<file path="config.mk">
export PLATFORM = sky130hd
export DESIGN_NAME = rau_divider
export DESIGN_NICKNAME = d
export VERILOG_FILES = /design/src/hdl/rau_pkg.sv /design/src/hdl/rau_divider.sv
export SDC_FILE = /design/constraint.sdc
export NUM_CORES = 1
export LEC_CHECK = 0
export BUFFER_PORTS_ARGS = -buffer_cell sky130_fd_sc_hd__buf_2
export CAP_MARGIN = 10
export CORE_MARGIN = 2
export CORE_UTILIZATION = 45
export DETAILED_ROUTE_END_ITERATION = 6
export PLACE_DENSITY = 0.66
export SLEW_MARGIN = 0
export SYNTH_ARGS = -nofsm -noshare
export SYNTH_HDL_FRONTEND = slang
export SYNTH_SLANG_ARGS = --single-unit
</file>
<file path="constraint.sdc">
create_clock -name aclk -period 11.63 [get_ports aclk]
set_input_delay 1.163 -clock aclk [delete_from_list [all_inputs] [get_ports aclk]]
set_output_delay 1.163 -clock aclk [all_outputs]
set_load 0.02 [all_outputs]
</file>
<file path="src/hdl/rau_pkg.sv">
// ============================================================================
// Rational arithmetic unit package
// Shared types and constants for the fraction arithmetic block.
// ============================================================================
`default_nettype none

package rau_pkg;

    localparam int unsigned WIDE_W = 64;

    typedef enum logic [2:0] {
        KIND_ADD = 3'd0,
        KIND_MUL = 3'd1,
        KIND_DIV = 3'd2,
        KIND_EQ  = 3'd3,
        KIND_RED = 3'd4
    } kind_t;

    typedef enum logic [1:0] {
        ST_OK   = 2'd0,
        ST_ZERO = 2'd1,
        ST_OVF  = 2'd2
    } status_t;

    // Commands from the sequencer to the shared divider.
    typedef struct packed {
        logic              start;
        logic [WIDE_W-1:0] dividend;
        logic [WIDE_W-1:0] divisor;
    } div_req_t;

    typedef struct packed {
        logic              done;
        logic [WIDE_W-1:0] quotient;
        logic [WIDE_W-1:0] remainder;
    } div_rsp_t;

endpackage

`default_nettype wire

</file>
<file path="src/hdl/rau_divider.sv">
// ============================================================================
// Rational arithmetic unit divider
// Radix-2 restoring signed divider with truncating quotient and remainder.
// ============================================================================
`default_nettype none

module rau_divider (
    input  wire logic              aclk,
    input  wire logic              aresetn,
    input  wire rau_pkg::div_req_t req,
    output rau_pkg::div_rsp_t      rsp
);
    import rau_pkg::*;

    localparam int unsigned CNT_W = $clog2(WIDE_W + 1);

    logic              busy_reg;
    logic [CNT_W-1:0]  cnt_reg;
    logic [WIDE_W-1:0] rem_reg;
    logic [WIDE_W-1:0] quo_reg;
    logic [WIDE_W-1:0] dvs_reg;
    logic              qneg_reg;
    logic              rneg_reg;
    logic              done_reg;
    logic [WIDE_W:0]   trial;
    logic [WIDE_W-1:0] shifted;

    always_comb begin
        shifted = {rem_reg[WIDE_W-2:0], quo_reg[WIDE_W-1]};
        trial   = {1'b0, shifted} - {1'b0, dvs_reg};
    end

    always_ff @(posedge aclk) begin
        if (!aresetn) begin
            busy_reg <= 1'b0;
            done_reg <= 1'b0;
            cnt_reg  <= '0;
        end else begin
            done_reg <= 1'b0;
            if (req.start) begin
                busy_reg <= 1'b1;
                cnt_reg  <= CNT_W'(WIDE_W);
                rem_reg  <= '0;
                quo_reg  <= req.dividend[WIDE_W-1] ? -req.dividend : req.dividend;
                dvs_reg  <= req.divisor[WIDE_W-1] ? -req.divisor : req.divisor;
                qneg_reg <= req.dividend[WIDE_W-1] ^ req.divisor[WIDE_W-1];
                rneg_reg <= req.dividend[WIDE_W-1];
            end else if (busy_reg) begin
                if (!trial[WIDE_W]) begin
                    rem_reg <= trial[WIDE_W-1:0];
                    quo_reg <= {quo_reg[WIDE_W-2:0], 1'b1};
                end else begin
                    rem_reg <= shifted;
                    quo_reg <= {quo_reg[WIDE_W-2:0], 1'b0};
                end
                cnt_reg <= cnt_reg - 1'b1;
                if (cnt_reg == CNT_W'(1)) begin
                    busy_reg <= 1'b0;
                    done_reg <= 1'b1;
                end
            end
        end
    end

    always_comb begin
        rsp.done      = done_reg;
        rsp.quotient  = qneg_reg ? -quo_reg : quo_reg;
        rsp.remainder = rneg_reg ? -rem_reg : rem_reg;
    end

endmodule

`default_nettype wire

</file>
==> results of run 1 <==
-- cells by family after synthesis --
kind of cell	after synthesis	synth area share, %
compound gates	552	20.6
flops	203	35.2
buf+inv	195	4.37
mux	4	0.235
fa+ha+maj	71	5.25
xor+xnor	307	15.8
simple gates	662	18.6
-- how the worst max path moves through the flow --
stage	end	slack, ns	startpoint
2_1_floorplan	busy_reg	6.55	req[128]
3_3_place_gp	rsp[62]	6.75	rem_reg[10]
3_5_place_dp	rsp[126]	6.62	quo_reg[11]
4_1_cts	rsp[126]	6.04	quo_reg[11]
5_1_grt	rsp[62]	5.66	rem_reg[11]
6_report	rsp[62]	5.97	rem_reg[9]
-- through the flow --
| stage | cells | area (um^2) |
|---|---|---|
| 3_3_place_gp | 2673 | 18700 |
| 3_5_place_dp | 2673 | 18700 |
| 4_1_cts | 2717 | 19400 |
| 6_report | 2721 | 19500 |
| 5_1_grt | 2721 | 19500 |
| 2_1_floorplan | 1994 | 17100 |
-- synth_stat cells, types with 13 or more instances --
cell type	count
nand2b_1	23
and3_1	16
nand3_1	45
inv_1	95
nand4_1	19
nand2_1	233
nor4_1	19
xnor2_1	218
nor2_1	154
o211ai_1	13
o41ai_1	34
or3_1	36
a21o_1	38
a31oi_1	13
xor2_1	89
a211oi_1	17
edfxtp_1	194
nor3_1	35
a21oi_1	185
ha_1	70
clkbuf_1	88
o31ai_1	75
or4_1	30
o21ai_0	114
-- metal layers --
metal	track usage [%]	vias to the layer above	wire [um]
met4	9.12	0	1600
li1	-	7634	-
met1	32.2	7353	21300
met5	0	-	0
met3	2.27	90	2840
met2	42.1	474	23700
-- worst max-delay path: stages, from the launching register on --
cell      delay, ns
edfxtp_1       0.49
or4_1          0.57
nor3_1         0.49
nand3_1        0.21
nor2_1         0.25
nand2_1        0.20
inv_2          0.14
nand3_1        0.29
or4_1          0.63
o41ai_1        0.33
xnor2_1        0.17
buf_2          0.19
-- power by group through the flow --
stage / registers, W / logic (W) / clock network [W]
final: 0.000948 / 0.000841 / 0.000742
after CTS: 0.000946 / 0.000838 / 0.000755
after floorplan: 0.000940 / 0.000602 / 0
after detailed placement: 0.000962 / 0.000834 / 0
after global routing: 0.000956 / 0.000925 / 0.000776
after global placement: 0.000959 / 0.000826 / 0
-- layout make-up --
type | instances | area (um^2)
diodes | 4 | 10.0
clock buffers | 28 | 637
clock inverters | 16 | 125
fillers | 3619 | 18000
inverters | 96 | 360
multi-input cells | 1596 | 10300
flip-flops and latches | 203 | 6010
well taps | 511 | 639
repair buffers | 267 | 1360
==> flow_results.xml, run 1 <==
<?xml version="1.0" encoding="UTF-8"?>
<metrics>
  <group name="run_status">
    <metric name="status" unit="">complete, no violations</metric>
  </group>
  <group name="logic_synthesis">
    <metric name="yosys_warnings" unit="">0</metric>
    <metric name="postSynthCellCount" unit="">1994</metric>
    <metric name="postSynthNetCount" unit="">2196</metric>
    <metric name="synthesis.area" unit="um^2">17100</metric>
    <metric name="syn-mean-instance-area" unit="um^2">8.55</metric>
    <metric name="synth_sequential_area_ratio" unit="%">35.2</metric>
    <metric name="synth_ff_type" unit="">edfxtp_1</metric>
    <metric name="netlist_top_cells_area" unit="">edfxtp_1, xnor2_1, a21oi_1, ha_1, nand2_1</metric>
    <metric name="synth_largest_area_cell" unit="">edfxtp_1</metric>
    <metric name="async_sr_flop_fraction" unit="%">0</metric>
    <metric name="yosys.area.top_type_share" unit="%">34.2</metric>
    <metric name="synth_edf_count" unit="">194</metric>
    <metric name="post_synth_num_cell_types" unit="">72</metric>
    <metric name="ys_seq_elements" unit="">203</metric>
  </group>
  <group name="hold_path">
    <metric name="min_from" unit="">cnt_reg[1]</metric>
    <metric name="worstHoldPathCells" unit="">2</metric>
    <metric name="worstHoldEndpoint" unit="">cnt_reg[1]</metric>
    <metric name="hp-class" unit="">flip-flop to flip-flop</metric>
  </group>
  <group name="pwr">
    <metric name="p_sw_share" unit="%">35.4</metric>
    <metric name="power-per-cell-area" unit="nW/um^2">130</metric>
    <metric name="power.share.clock" unit="%">29.3</metric>
    <metric name="p_comb_share" unit="%">33.2</metric>
    <metric name="total_power" unit="W">0.00253</metric>
    <metric name="power.net_switching" unit="W">0.000896</metric>
    <metric name="power.internal" unit="W">0.00163</metric>
    <metric name="vdd_ir_drop_max" unit="mV">0.0908</metric>
    <metric name="total_leakage_power" unit="nW">7.50</metric>
    <metric name="seq_power_share" unit="%">37.4</metric>
  </group>
  <group name="route">
    <metric name="remaining_drc_errors" unit="">0</metric>
    <metric name="detail_route.wirelength" unit="mm">49.5</metric>
    <metric name="dr.pass1.iters" unit="">5</metric>
    <metric name="via_per_inst" unit="">5.72</metric>
    <metric name="routed-via-count" unit="">15600</metric>
    <metric name="post_drt_wl_per_cell" unit="um">18.2</metric>
    <metric name="final_antenna_net_count" unit="">0</metric>
    <metric name="detail_route.iter0.violations" unit="">1130</metric>
  </group>
  <group name="clock_tree">
    <metric name="clock_tree_from_tritoncts" unit="">yes</metric>
    <metric name="clock_sinks" unit="">203</metric>
    <metric name="post-cts-setup-buffer-count" unit="">0</metric>
    <metric name="post_cts_resize_count" unit="">0</metric>
    <metric name="cts_inserted_buffers" unit="">24</metric>
    <metric name="cts_clock_pin_slew_for_the_worst_setup_and_hold_paths" unit="ns">0.06</metric>
    <metric name="cts_h_tree_lvls" unit="">1</metric>
    <metric name="clock-root-buffer" unit="">clkbuf_16</metric>
    <metric name="ctsLongestPathBuffers" unit="">3</metric>
    <metric name="post_cts_hold_buffer_count" unit="">0</metric>
    <metric name="clk_latency" unit="ns">0.54</metric>
  </group>
  <group name="critical_path">
    <metric name="required" unit="ns">10.47</metric>
    <metric name="reg2reg_to" unit="">rem_reg[49]</metric>
    <metric name="timing.critical_path.to_type" unit="">output port</metric>
    <metric name="startpoint_type" unit="">flip-flop</metric>
    <metric name="r2r_cells" unit="">11</metric>
    <metric name="cp_data_arrival_time" unit="ns">4.49</metric>
    <metric name="critical_path.max_fanout" unit="">6</metric>
    <metric name="register_to_register_setup_slack" unit="ns">6.93</metric>
    <metric name="timing_worst_setup_path_type" unit="">flip-flop to output port</metric>
    <metric name="r2r_start" unit="">rem_reg[13]</metric>
  </group>
  <group name="timing">
    <metric name="hold_ws" unit="ns">0.499</metric>
    <metric name="fin_tns_setup" unit="ns">0</metric>
    <metric name="worst_slew_pin_slew" unit="ns">1.17</metric>
    <metric name="final.min_clock_period" unit="ns">5.66</metric>
    <metric name="finalHoldViolCount" unit="">0</metric>
    <metric name="timing.fmax" unit="GHz">0.177</metric>
    <metric name="grt_setup_unrepaired" unit="">false</metric>
    <metric name="setup_viol" unit="">0</metric>
    <metric name="maxSlewHeadroom" unit="%">21.8</metric>
    <metric name="finClkSkew" unit="ns">0.0261</metric>
    <metric name="crit_share_post_route" unit="%">48.6</metric>
    <metric name="final_setup_margin" unit="ns">5.97</metric>
    <metric name="drv_slew" unit="">0</metric>
  </group>
  <group name="global_routing">
    <metric name="grt_pass1_vias" unit="">14900</metric>
    <metric name="grt.overflow.total" unit="">0</metric>
    <metric name="grt_start_max_net_pins" unit="">106</metric>
    <metric name="first_pass_grt_wire_length" unit="mm">77.7</metric>
    <metric name="globalRouteTotalUtil" unit="%">24.6</metric>
    <metric name="antenna_found_initial" unit="">4</metric>
  </group>
  <group name="finish">
    <metric name="nNetsFinal" unit="">2390</metric>
    <metric name="layout-area-overhead-vs-synth" unit="%">14.1</metric>
    <metric name="final_common_cell" unit="">buf_2</metric>
    <metric name="final_layout_size_suffix_gt1_share" unit="%">15.2</metric>
    <metric name="final_core_utilization" unit="%">51.9</metric>
    <metric name="mostFrequentLayoutCells" unit="">buf_2, nand2_1, xnor2_1</metric>
  </group>
  <group name="floorplanning">
    <metric name="chipHeight" unit="um">199</metric>
    <metric name="floorplan.core_area" unit="um^2">37500</metric>
    <metric name="die_area" unit="um^2">39500</metric>
    <metric name="pin_count" unit="">260</metric>
    <metric name="rows" unit="">71</metric>
    <metric name="initial_utilization" unit="%">45.5</metric>
    <metric name="die_width" unit="um">199</metric>
  </group>
  <group name="placed_design">
    <metric name="hpwlAfterDp" unit="mm">38.4</metric>
    <metric name="routabilityCongestion" unit="">0.936</metric>
    <metric name="place_ws" unit="ns">6.62</metric>
    <metric name="buffer_ports.inserted" unit="">259</metric>
  </group>
  <group name="job">
    <metric name="max_cap_violations" unit="">0</metric>
  </group>
</metrics>
Power figures use the tool's default switching activity.
==> run 2: changes to the inputs <==
==> constraint.sdc (replaced) <==
create_clock -name aclk -period 5.6 [get_ports aclk]
set_input_delay 0.56 -clock aclk [delete_from_list [all_inputs] [get_ports aclk]]
set_output_delay 0.56 -clock aclk [all_outputs]
set_load 0.02 [all_outputs]
==> run 2 against run 1 <==
Register-to-register slack lost 5.6 ns. Via count grew 0.37%. Combinational power grew 110%. Critical endpoint unchanged.
==> flow_results.xml, run 2 (synthesis results as in run 1) <==
<?xml version="1.0" encoding="UTF-8"?>
<metrics>
  <group name="finish">
    <metric name="final_common_cell" unit="">buf_2</metric>
    <metric name="area.sequential" unit="um^2">6010</metric>
    <metric name="layout-area-overhead-vs-synth" unit="%">14.6</metric>
    <metric name="nNetsFinal" unit="">2391</metric>
    <metric name="final_layout_size_suffix_gt1_share" unit="%">15.5</metric>
    <metric name="final_core_utilization" unit="%">52.1</metric>
    <metric name="mostFrequentLayoutCells" unit="">buf_2, nand2_1, xnor2_1</metric>
    <metric name="multi_input_area" unit="um^2">10300</metric>
    <metric name="num-fill-cells" unit="">3599</metric>
  </group>
  <group name="clock_tree">
    <metric name="cts_inserted_buffers" unit="">24</metric>
    <metric name="clock-root-buffer" unit="">clkbuf_16</metric>
    <metric name="post_cts_hold_buffer_count" unit="">0</metric>
    <metric name="ctsLongestPathBuffers" unit="">3</metric>
    <metric name="clock_tree_from_tritoncts" unit="">yes</metric>
    <metric name="post-cts-setup-buffer-count" unit="">0</metric>
    <metric name="post_cts_resize_count" unit="">0</metric>
    <metric name="cts_h_tree_lvls" unit="">1</metric>
    <metric name="clock_sinks" unit="">203</metric>
    <metric name="clk_latency" unit="ns">0.54</metric>
    <metric name="cts_clock_pin_slew_for_the_worst_setup_and_hold_paths" unit="ns">0.06</metric>
  </group>
  <group name="critical_path">
    <metric name="timing_worst_setup_path_type" unit="">flip-flop to output port</metric>
    <metric name="timing.critical_path.to_type" unit="">output port</metric>
    <metric name="register_to_register_setup_slack" unit="ns">1.32</metric>
    <metric name="startpoint_type" unit="">flip-flop</metric>
    <metric name="critical_path.max_fanout" unit="">6</metric>
    <metric name="required" unit="ns">5.04</metric>
    <metric name="cp_data_arrival_time" unit="ns">4.42</metric>
  </group>
  <group name="timing">
    <metric name="fin_tns_setup" unit="ns">0</metric>
    <metric name="timing.fmax" unit="GHz">0.201</metric>
    <metric name="setup_viol" unit="">0</metric>
    <metric name="finalHoldViolCount" unit="">0</metric>
    <metric name="worst_slew_pin_slew" unit="ns">1.13</metric>
    <metric name="finClkSkew" unit="ns">0.0325</metric>
    <metric name="maxSlewHeadroom" unit="%">24.5</metric>
    <metric name="drv_slew" unit="">0</metric>
    <metric name="final.min_clock_period" unit="ns">4.98</metric>
    <metric name="crit_share_post_route" unit="%">89.0</metric>
    <metric name="grt_setup_unrepaired" unit="">false</metric>
  </group>
  <group name="pwr">
    <metric name="p_comb_share" unit="%">33.1</metric>
    <metric name="power.share.clock" unit="%">29.9</metric>
    <metric name="p_sw_share" unit="%">35.3</metric>
    <metric name="power.internal" unit="W">0.00344</metric>
    <metric name="seq_power_share" unit="%">37.0</metric>
    <metric name="vdd_ir_drop_max" unit="mV">0.215</metric>
    <metric name="power.net_switching" unit="W">0.00188</metric>
    <metric name="power-per-cell-area" unit="nW/um^2">272</metric>
    <metric name="total_power" unit="W">0.00532</metric>
    <metric name="total_leakage_power" unit="nW">7.53</metric>
  </group>
  <group name="global_routing">
    <metric name="first_pass_grt_wire_length" unit="mm">77.1</metric>
    <metric name="grt_pass1_vias" unit="">14600</metric>
    <metric name="grt.overflow.total" unit="">0</metric>
    <metric name="grt_start_max_net_pins" unit="">105</metric>
    <metric name="antenna_found_initial" unit="">2</metric>
    <metric name="globalRouteTotalUtil" unit="%">24.3</metric>
  </group>
  <group name="floorplanning">
    <metric name="pin_count" unit="">260</metric>
    <metric name="die_width" unit="um">199</metric>
    <metric name="floorplan.core_area" unit="um^2">37500</metric>
    <metric name="die_area" unit="um^2">39500</metric>
    <metric name="rows" unit="">71</metric>
    <metric name="chipHeight" unit="um">199</metric>
    <metric name="initial_utilization" unit="%">45.5</metric>
  </group>
  <group name="route">
    <metric name="dr.pass1.iters" unit="">5</metric>
    <metric name="post_drt_wl_per_cell" unit="um">18.2</metric>
    <metric name="detail_route.iter0.violations" unit="">1121</metric>
    <metric name="detail_route.wirelength" unit="mm">49.6</metric>
    <metric name="final_antenna_net_count" unit="">0</metric>
    <metric name="via_per_inst" unit="">5.74</metric>
    <metric name="routed-via-count" unit="">15600</metric>
    <metric name="remaining_drc_errors" unit="">0</metric>
  </group>
  <group name="placed_design">
    <metric name="hpwlAfterDp" unit="mm">38.4</metric>
    <metric name="buffer_ports.inserted" unit="">259</metric>
    <metric name="routabilityCongestion" unit="">0.943</metric>
  </group>
  <group name="hold_path">
    <metric name="hp-class" unit="">input port to flip-flop</metric>
  </group>
  <group name="run_status">
    <metric name="status" unit="">complete, no violations</metric>
  </group>
  <group name="job">
    <metric name="max_cap_violations" unit="">0</metric>
  </group>
</metrics>
[run 2: cell types whose count changed in the layout (fill, tap and decap cells not counted)]
cell        change
clkbuf_16       +1
buf_12          +3
clkinv_1        -5
diode_2         -2
clkbuf_8        +4
bufinv_16       -1
clkinvlp_4      +1
buf_4           -2
clkinv_4        +2
clkinv_2        -3
inv_4           +1
[run 2: worst paths after layout]
kind,start,endpoint,cells past startpoint
worst max-delay path,rem_reg[10],rsp[62],11
worst min-delay path,req[0],dvs_reg[0],1
worst max register to register,rem_reg[9],rem_reg[59],11
worst min register to register,cnt_reg[1],cnt_reg[1],2
[run 2: per-layer routing]
| metal | share of wire, % | GRT usage [%] |
|---|---|---|
| met1 | 43 | 32.7 |
| met2 | 47 | 40.8 |
| met3 | 6.3 | 2.48 |
| met4 | 3.3 | 8.65 |
| met5 | 0 | 0 |
[run 2: stage by stage]
| stage | cell area [um^2] | instances | hold WS (ns) | setup slack [ns] |
|---|---|---|---|---|
| floorplan | 17100 | 1994 | 0.469 | 1.13 |
| global placement | 18700 | 2674 | 0.478 | 1.23 |
| detailed placement | 18700 | 2674 | 0.484 | 1.21 |
| CTS | 19500 | 2718 | 0.250 | 0.622 |
| global route | 19500 | 2720 | 0.255 | 0.318 |
| finish | 19500 | 2720 | 0.268 | 0.617 |
[run 2: area by class of cell]
cell class,instances,area share (%)
clock inverters,11,0.474
well taps,511,3.27
repair buffers,268,7.20
multi-input cells,1596,52.8
flip-flops and latches,203,30.7
diodes,2,0.0256
clock buffers,33,3.67
inverters,96,1.84
[run 2: power groups by stage]
| stage | logic (W) | registers (W) | clock network [W] |
|---|---|---|---|
| 6_report | 0.00176 | 0.00197 | 0.00159 |
| 3_5_place_dp | 0.00174 | 0.00200 | 0 |
| 2_1_floorplan | 0.00125 | 0.00195 | 0 |
| 3_3_place_gp | 0.00173 | 0.00199 | 0 |
| 5_1_grt | 0.00193 | 0.00199 | 0.00168 |
| 4_1_cts | 0.00175 | 0.00197 | 0.00162 |
[run 2: critical path, cell delays in order (launching register included)]
cell and delay, ns:
edfxtp_1 0.47, or4_1 0.60, nor3_1 0.47, nand3_1 0.21
nor2_1 0.24, nand2_1 0.21, inv_2 0.15, nand3_1 0.25
or4_1 0.61, o41ai_1 0.33, xnor2_1 0.16, buf_2 0.18
==> run 3: changes to the inputs <==
--- a/config.mk
+++ b/config.mk
@@ -10,7 +10,7 @@
 export CORE_MARGIN = 2
 export CORE_UTILIZATION = 45
 export DETAILED_ROUTE_END_ITERATION = 6
-export PLACE_DENSITY = 0.66
+export PLACE_DENSITY = 0.68
 export SLEW_MARGIN = 0
 export SYNTH_ARGS = -nofsm -noshare
 export SYNTH_HDL_FRONTEND = slang
==> constraint.sdc (replaced) <==
create_clock -name aclk -period 4.25 [get_ports aclk]
set_input_delay 0.425 -clock aclk [delete_from_list [all_inputs] [get_ports aclk]]
set_output_delay 0.425 -clock aclk [all_outputs]
set_load 0.02 [all_outputs]
==> run 3 against run 2 <==
Flip-flop and latch count did not move. Via count rose by 2.0%. Core utilization rose by 1.8 points. Global-route usage rose by 0.30 points. Cell area rose by 3.4%. Combinational power rose by 36%. Die area did not move. The run now ends with setup timing left. Critical path type unchanged. Critical endpoint is now rsp[125]. Non-clock buffer count rose by 62. Total power rose by 32%. Critical path depth rose by 1. Clock-buffer cell count did not move. Clock power rose by 28%.
==> flow_results.xml, run 3 (synthesis results as in run 1) <==
<?xml version="1.0" encoding="UTF-8"?>
<metrics>
  <group name="finish">
    <metric name="area.sequential" unit="um^2">6010</metric>
    <metric name="layout-area-overhead-vs-synth" unit="%">18.5</metric>
    <metric name="final_layout_size_suffix_gt1_share" unit="%">18.8</metric>
    <metric name="nNetsFinal" unit="">2453</metric>
    <metric name="multi_input_area" unit="um^2">10500</metric>
    <metric name="final_common_cell" unit="">buf_2</metric>
    <metric name="final_core_utilization" unit="%">53.9</metric>
    <metric name="final-instance-count-excl-fill" unit="">2787</metric>
    <metric name="num-fill-cells" unit="">3547</metric>
    <metric name="mostFrequentLayoutCells" unit="">buf_2, nand2_1, xnor2_1</metric>
  </group>
  <group name="floorplanning">
    <metric name="chipHeight" unit="um">199</metric>
    <metric name="die_area" unit="um^2">39500</metric>
    <metric name="floorplan.core_area" unit="um^2">37500</metric>
    <metric name="pin_count" unit="">260</metric>
    <metric name="die_width" unit="um">199</metric>
    <metric name="initial_utilization" unit="%">45.5</metric>
    <metric name="rows" unit="">71</metric>
  </group>
  <group name="run_status">
    <metric name="failed_checks" unit="">setup timing</metric>
    <metric name="status" unit="">complete, but fails checks</metric>
  </group>
  <group name="critical_path">
    <metric name="critical_path.max_fanout" unit="">5</metric>
    <metric name="startpoint_type" unit="">flip-flop</metric>
    <metric name="critical_path.cell_chain" unit="">or4_4 &gt; or3_4 &gt; buf_4 &gt; nor4_4 &gt; nand2_2 &gt; or3_4 &gt; nor2_4 &gt; nand2_2 &gt; or3_4 &gt; o21ai_1 &gt; xnor2_1 &gt; buf_4</metric>
    <metric name="critical_path.max_stage_delay" unit="ns">0.55</metric>
    <metric name="register_to_register_setup_slack" unit="ns">0.38</metric>
    <metric name="critical_path.slowest_cell" unit="">or4_4</metric>
    <metric name="cp_data_arrival_time" unit="ns">3.89</metric>
    <metric name="required" unit="ns">3.83</metric>
    <metric name="timing.critical_path.buf_inv" unit="">2</metric>
    <metric name="cp_dominant_cell_by_count" unit="">or3_4</metric>
    <metric name="timing.critical_path.to_type" unit="">output port</metric>
    <metric name="cp_top_family" unit="">simple AND/OR/NAND/NOR gates</metric>
    <metric name="timing_worst_setup_path_type" unit="">flip-flop to output port</metric>
  </group>
  <group name="timing">
    <metric name="fin_tns_setup" unit="ns">-0.143</metric>
    <metric name="grt_setup_unrepaired" unit="">true</metric>
    <metric name="final.min_clock_period" unit="ns">4.32</metric>
    <metric name="finClkSkew" unit="ns">0.0206</metric>
    <metric name="maxSlewHeadroom" unit="%">21.8</metric>
    <metric name="final_setup_margin" unit="ns">-0.0693</metric>
    <metric name="timing.fmax" unit="GHz">0.232</metric>
    <metric name="crit_share_post_route" unit="%">102</metric>
    <metric name="worst_slew_pin_slew" unit="ns">1.16</metric>
    <metric name="finalHoldViolCount" unit="">0</metric>
    <metric name="setup_viol" unit="">4</metric>
    <metric name="drv_slew" unit="">0</metric>
  </group>
  <group name="global_routing">
    <metric name="first_pass_grt_wire_length" unit="mm">77.4</metric>
    <metric name="grt_pass1_vias" unit="">14700</metric>
    <metric name="antenna_found_initial" unit="">9</metric>
    <metric name="globalRouteTotalUtil" unit="%">24.6</metric>
    <metric name="grt_start_max_net_pins" unit="">100</metric>
    <metric name="grt.overflow.total" unit="">0</metric>
  </group>
  <group name="route">
    <metric name="post_drt_wl_per_cell" unit="um">18.1</metric>
    <metric name="met2_length" unit="mm">23.5</metric>
    <metric name="final_antenna_net_count" unit="">0</metric>
    <metric name="routed-via-count" unit="">15900</metric>
    <metric name="via_per_inst" unit="">5.71</metric>
    <metric name="uppermost_routed_layer" unit="">met5</metric>
    <metric name="remaining_drc_errors" unit="">0</metric>
    <metric name="dr.pass1.iters" unit="">7</metric>
    <metric name="met3_wirelength" unit="mm">3.39</metric>
    <metric name="met1_length" unit="mm">21.9</metric>
    <metric name="detail_route.wirelength" unit="mm">50.6</metric>
    <metric name="detail_route.iter0.violations" unit="">1290</metric>
  </group>
  <group name="placed_design">
    <metric name="post-place-cells" unit="">2710</metric>
    <metric name="place_ws" unit="ns">0.0865</metric>
    <metric name="buffer_ports.inserted" unit="">259</metric>
    <metric name="hpwlAfterDp" unit="mm">39.1</metric>
    <metric name="routabilityCongestion" unit="">0.958</metric>
  </group>
  <group name="pwr">
    <metric name="total_leakage_power" unit="nW">7.90</metric>
    <metric name="vdd_ir_drop_max" unit="mV">0.296</metric>
    <metric name="power-per-cell-area" unit="nW/um^2">347</metric>
  </group>
  <group name="clock_tree">
    <metric name="post_cts_hold_buffer_count" unit="">0</metric>
    <metric name="clock_tree_from_tritoncts" unit="">yes</metric>
    <metric name="ctsLongestPathBuffers" unit="">3</metric>
    <metric name="clock_sinks" unit="">203</metric>
    <metric name="cts_inserted_buffers" unit="">24</metric>
    <metric name="cts_clock_pin_slew_for_the_worst_setup_and_hold_paths" unit="ns">0.06</metric>
    <metric name="cts_h_tree_lvls" unit="">1</metric>
    <metric name="clk_latency" unit="ns">0.54</metric>
    <metric name="clock-root-buffer" unit="">clkbuf_16</metric>
  </group>
  <group name="job">
    <metric name="max_cap_violations" unit="">0</metric>
  </group>
  <group name="hold_path">
    <metric name="hp-class" unit="">input port to flip-flop</metric>
  </group>
</metrics>
[run 3: final cells by class]
type	instances	share of cell area, %
diodes	8	0.0991
inverters	96	1.78
multi-input cells	1596	52.1
clock buffers	33	3.19
clock inverters	10	0.557
well taps	511	3.16
flip-flops and latches	203	29.7
repair buffers	330	9.42
[run 3: stage by stage]
step	total power, W	area [um^2]	hold slack, ns
floorplan	0.00421	17100	0.469
global placement	0.00491	19000	0.481
detailed placement	0.00494	19000	0.487
CTS	0.00700	20000	0.0943
global route	0.00736	20200	0.115
finish	0.00700	20200	0.110
[run 3: path summary, 6_finish.rpt]
| path | from | to | cells after the start |
|---|---|---|---|
| hold / removal | req[0] | dvs_reg[0] | 1 |
| setup / recovery | quo_reg[8] | rsp[125] | 12 |
| hold reg to reg | cnt_reg[1] | cnt_reg[1] | 2 |
| setup reg to reg | rem_reg[9] | rem_reg[51] | 12 |
[run 3: layer usage]
layer	GRT usage, %	vias up
met1	33.0	7514
met5	0	-
li1	-	7770
met3	3.34	103
met2	40.5	535
met4	9.12	2
[run 3: power breakdown]
group          switching [W]  total [W]  internal (W)
registers           0.000162    0.00258       0.00241
clock network       0.000844    0.00203       0.00118
logic                0.00147    0.00240      0.000930
[run 3: repair_timing]
action                                  CTS  global route
buffers inserted                          6            20
endpoints found under the setup margin   31            24
resized for setup                        31            26
pin swaps                                14            13
[run 3: worst register-to-register path: stages (launching register included)]
cell	delay [ns]
edfxtp_1	0.45
buf_4	0.17
ha_1	0.34
and2_1	0.20
and3_1	0.21
a221o_1	0.37
o21ai_0	0.24
a31oi_1	0.30
a21oi_1	0.44
o21ai_0	0.30
a41oi_1	0.34
xor2_1	0.18
o31ai_1	0.08
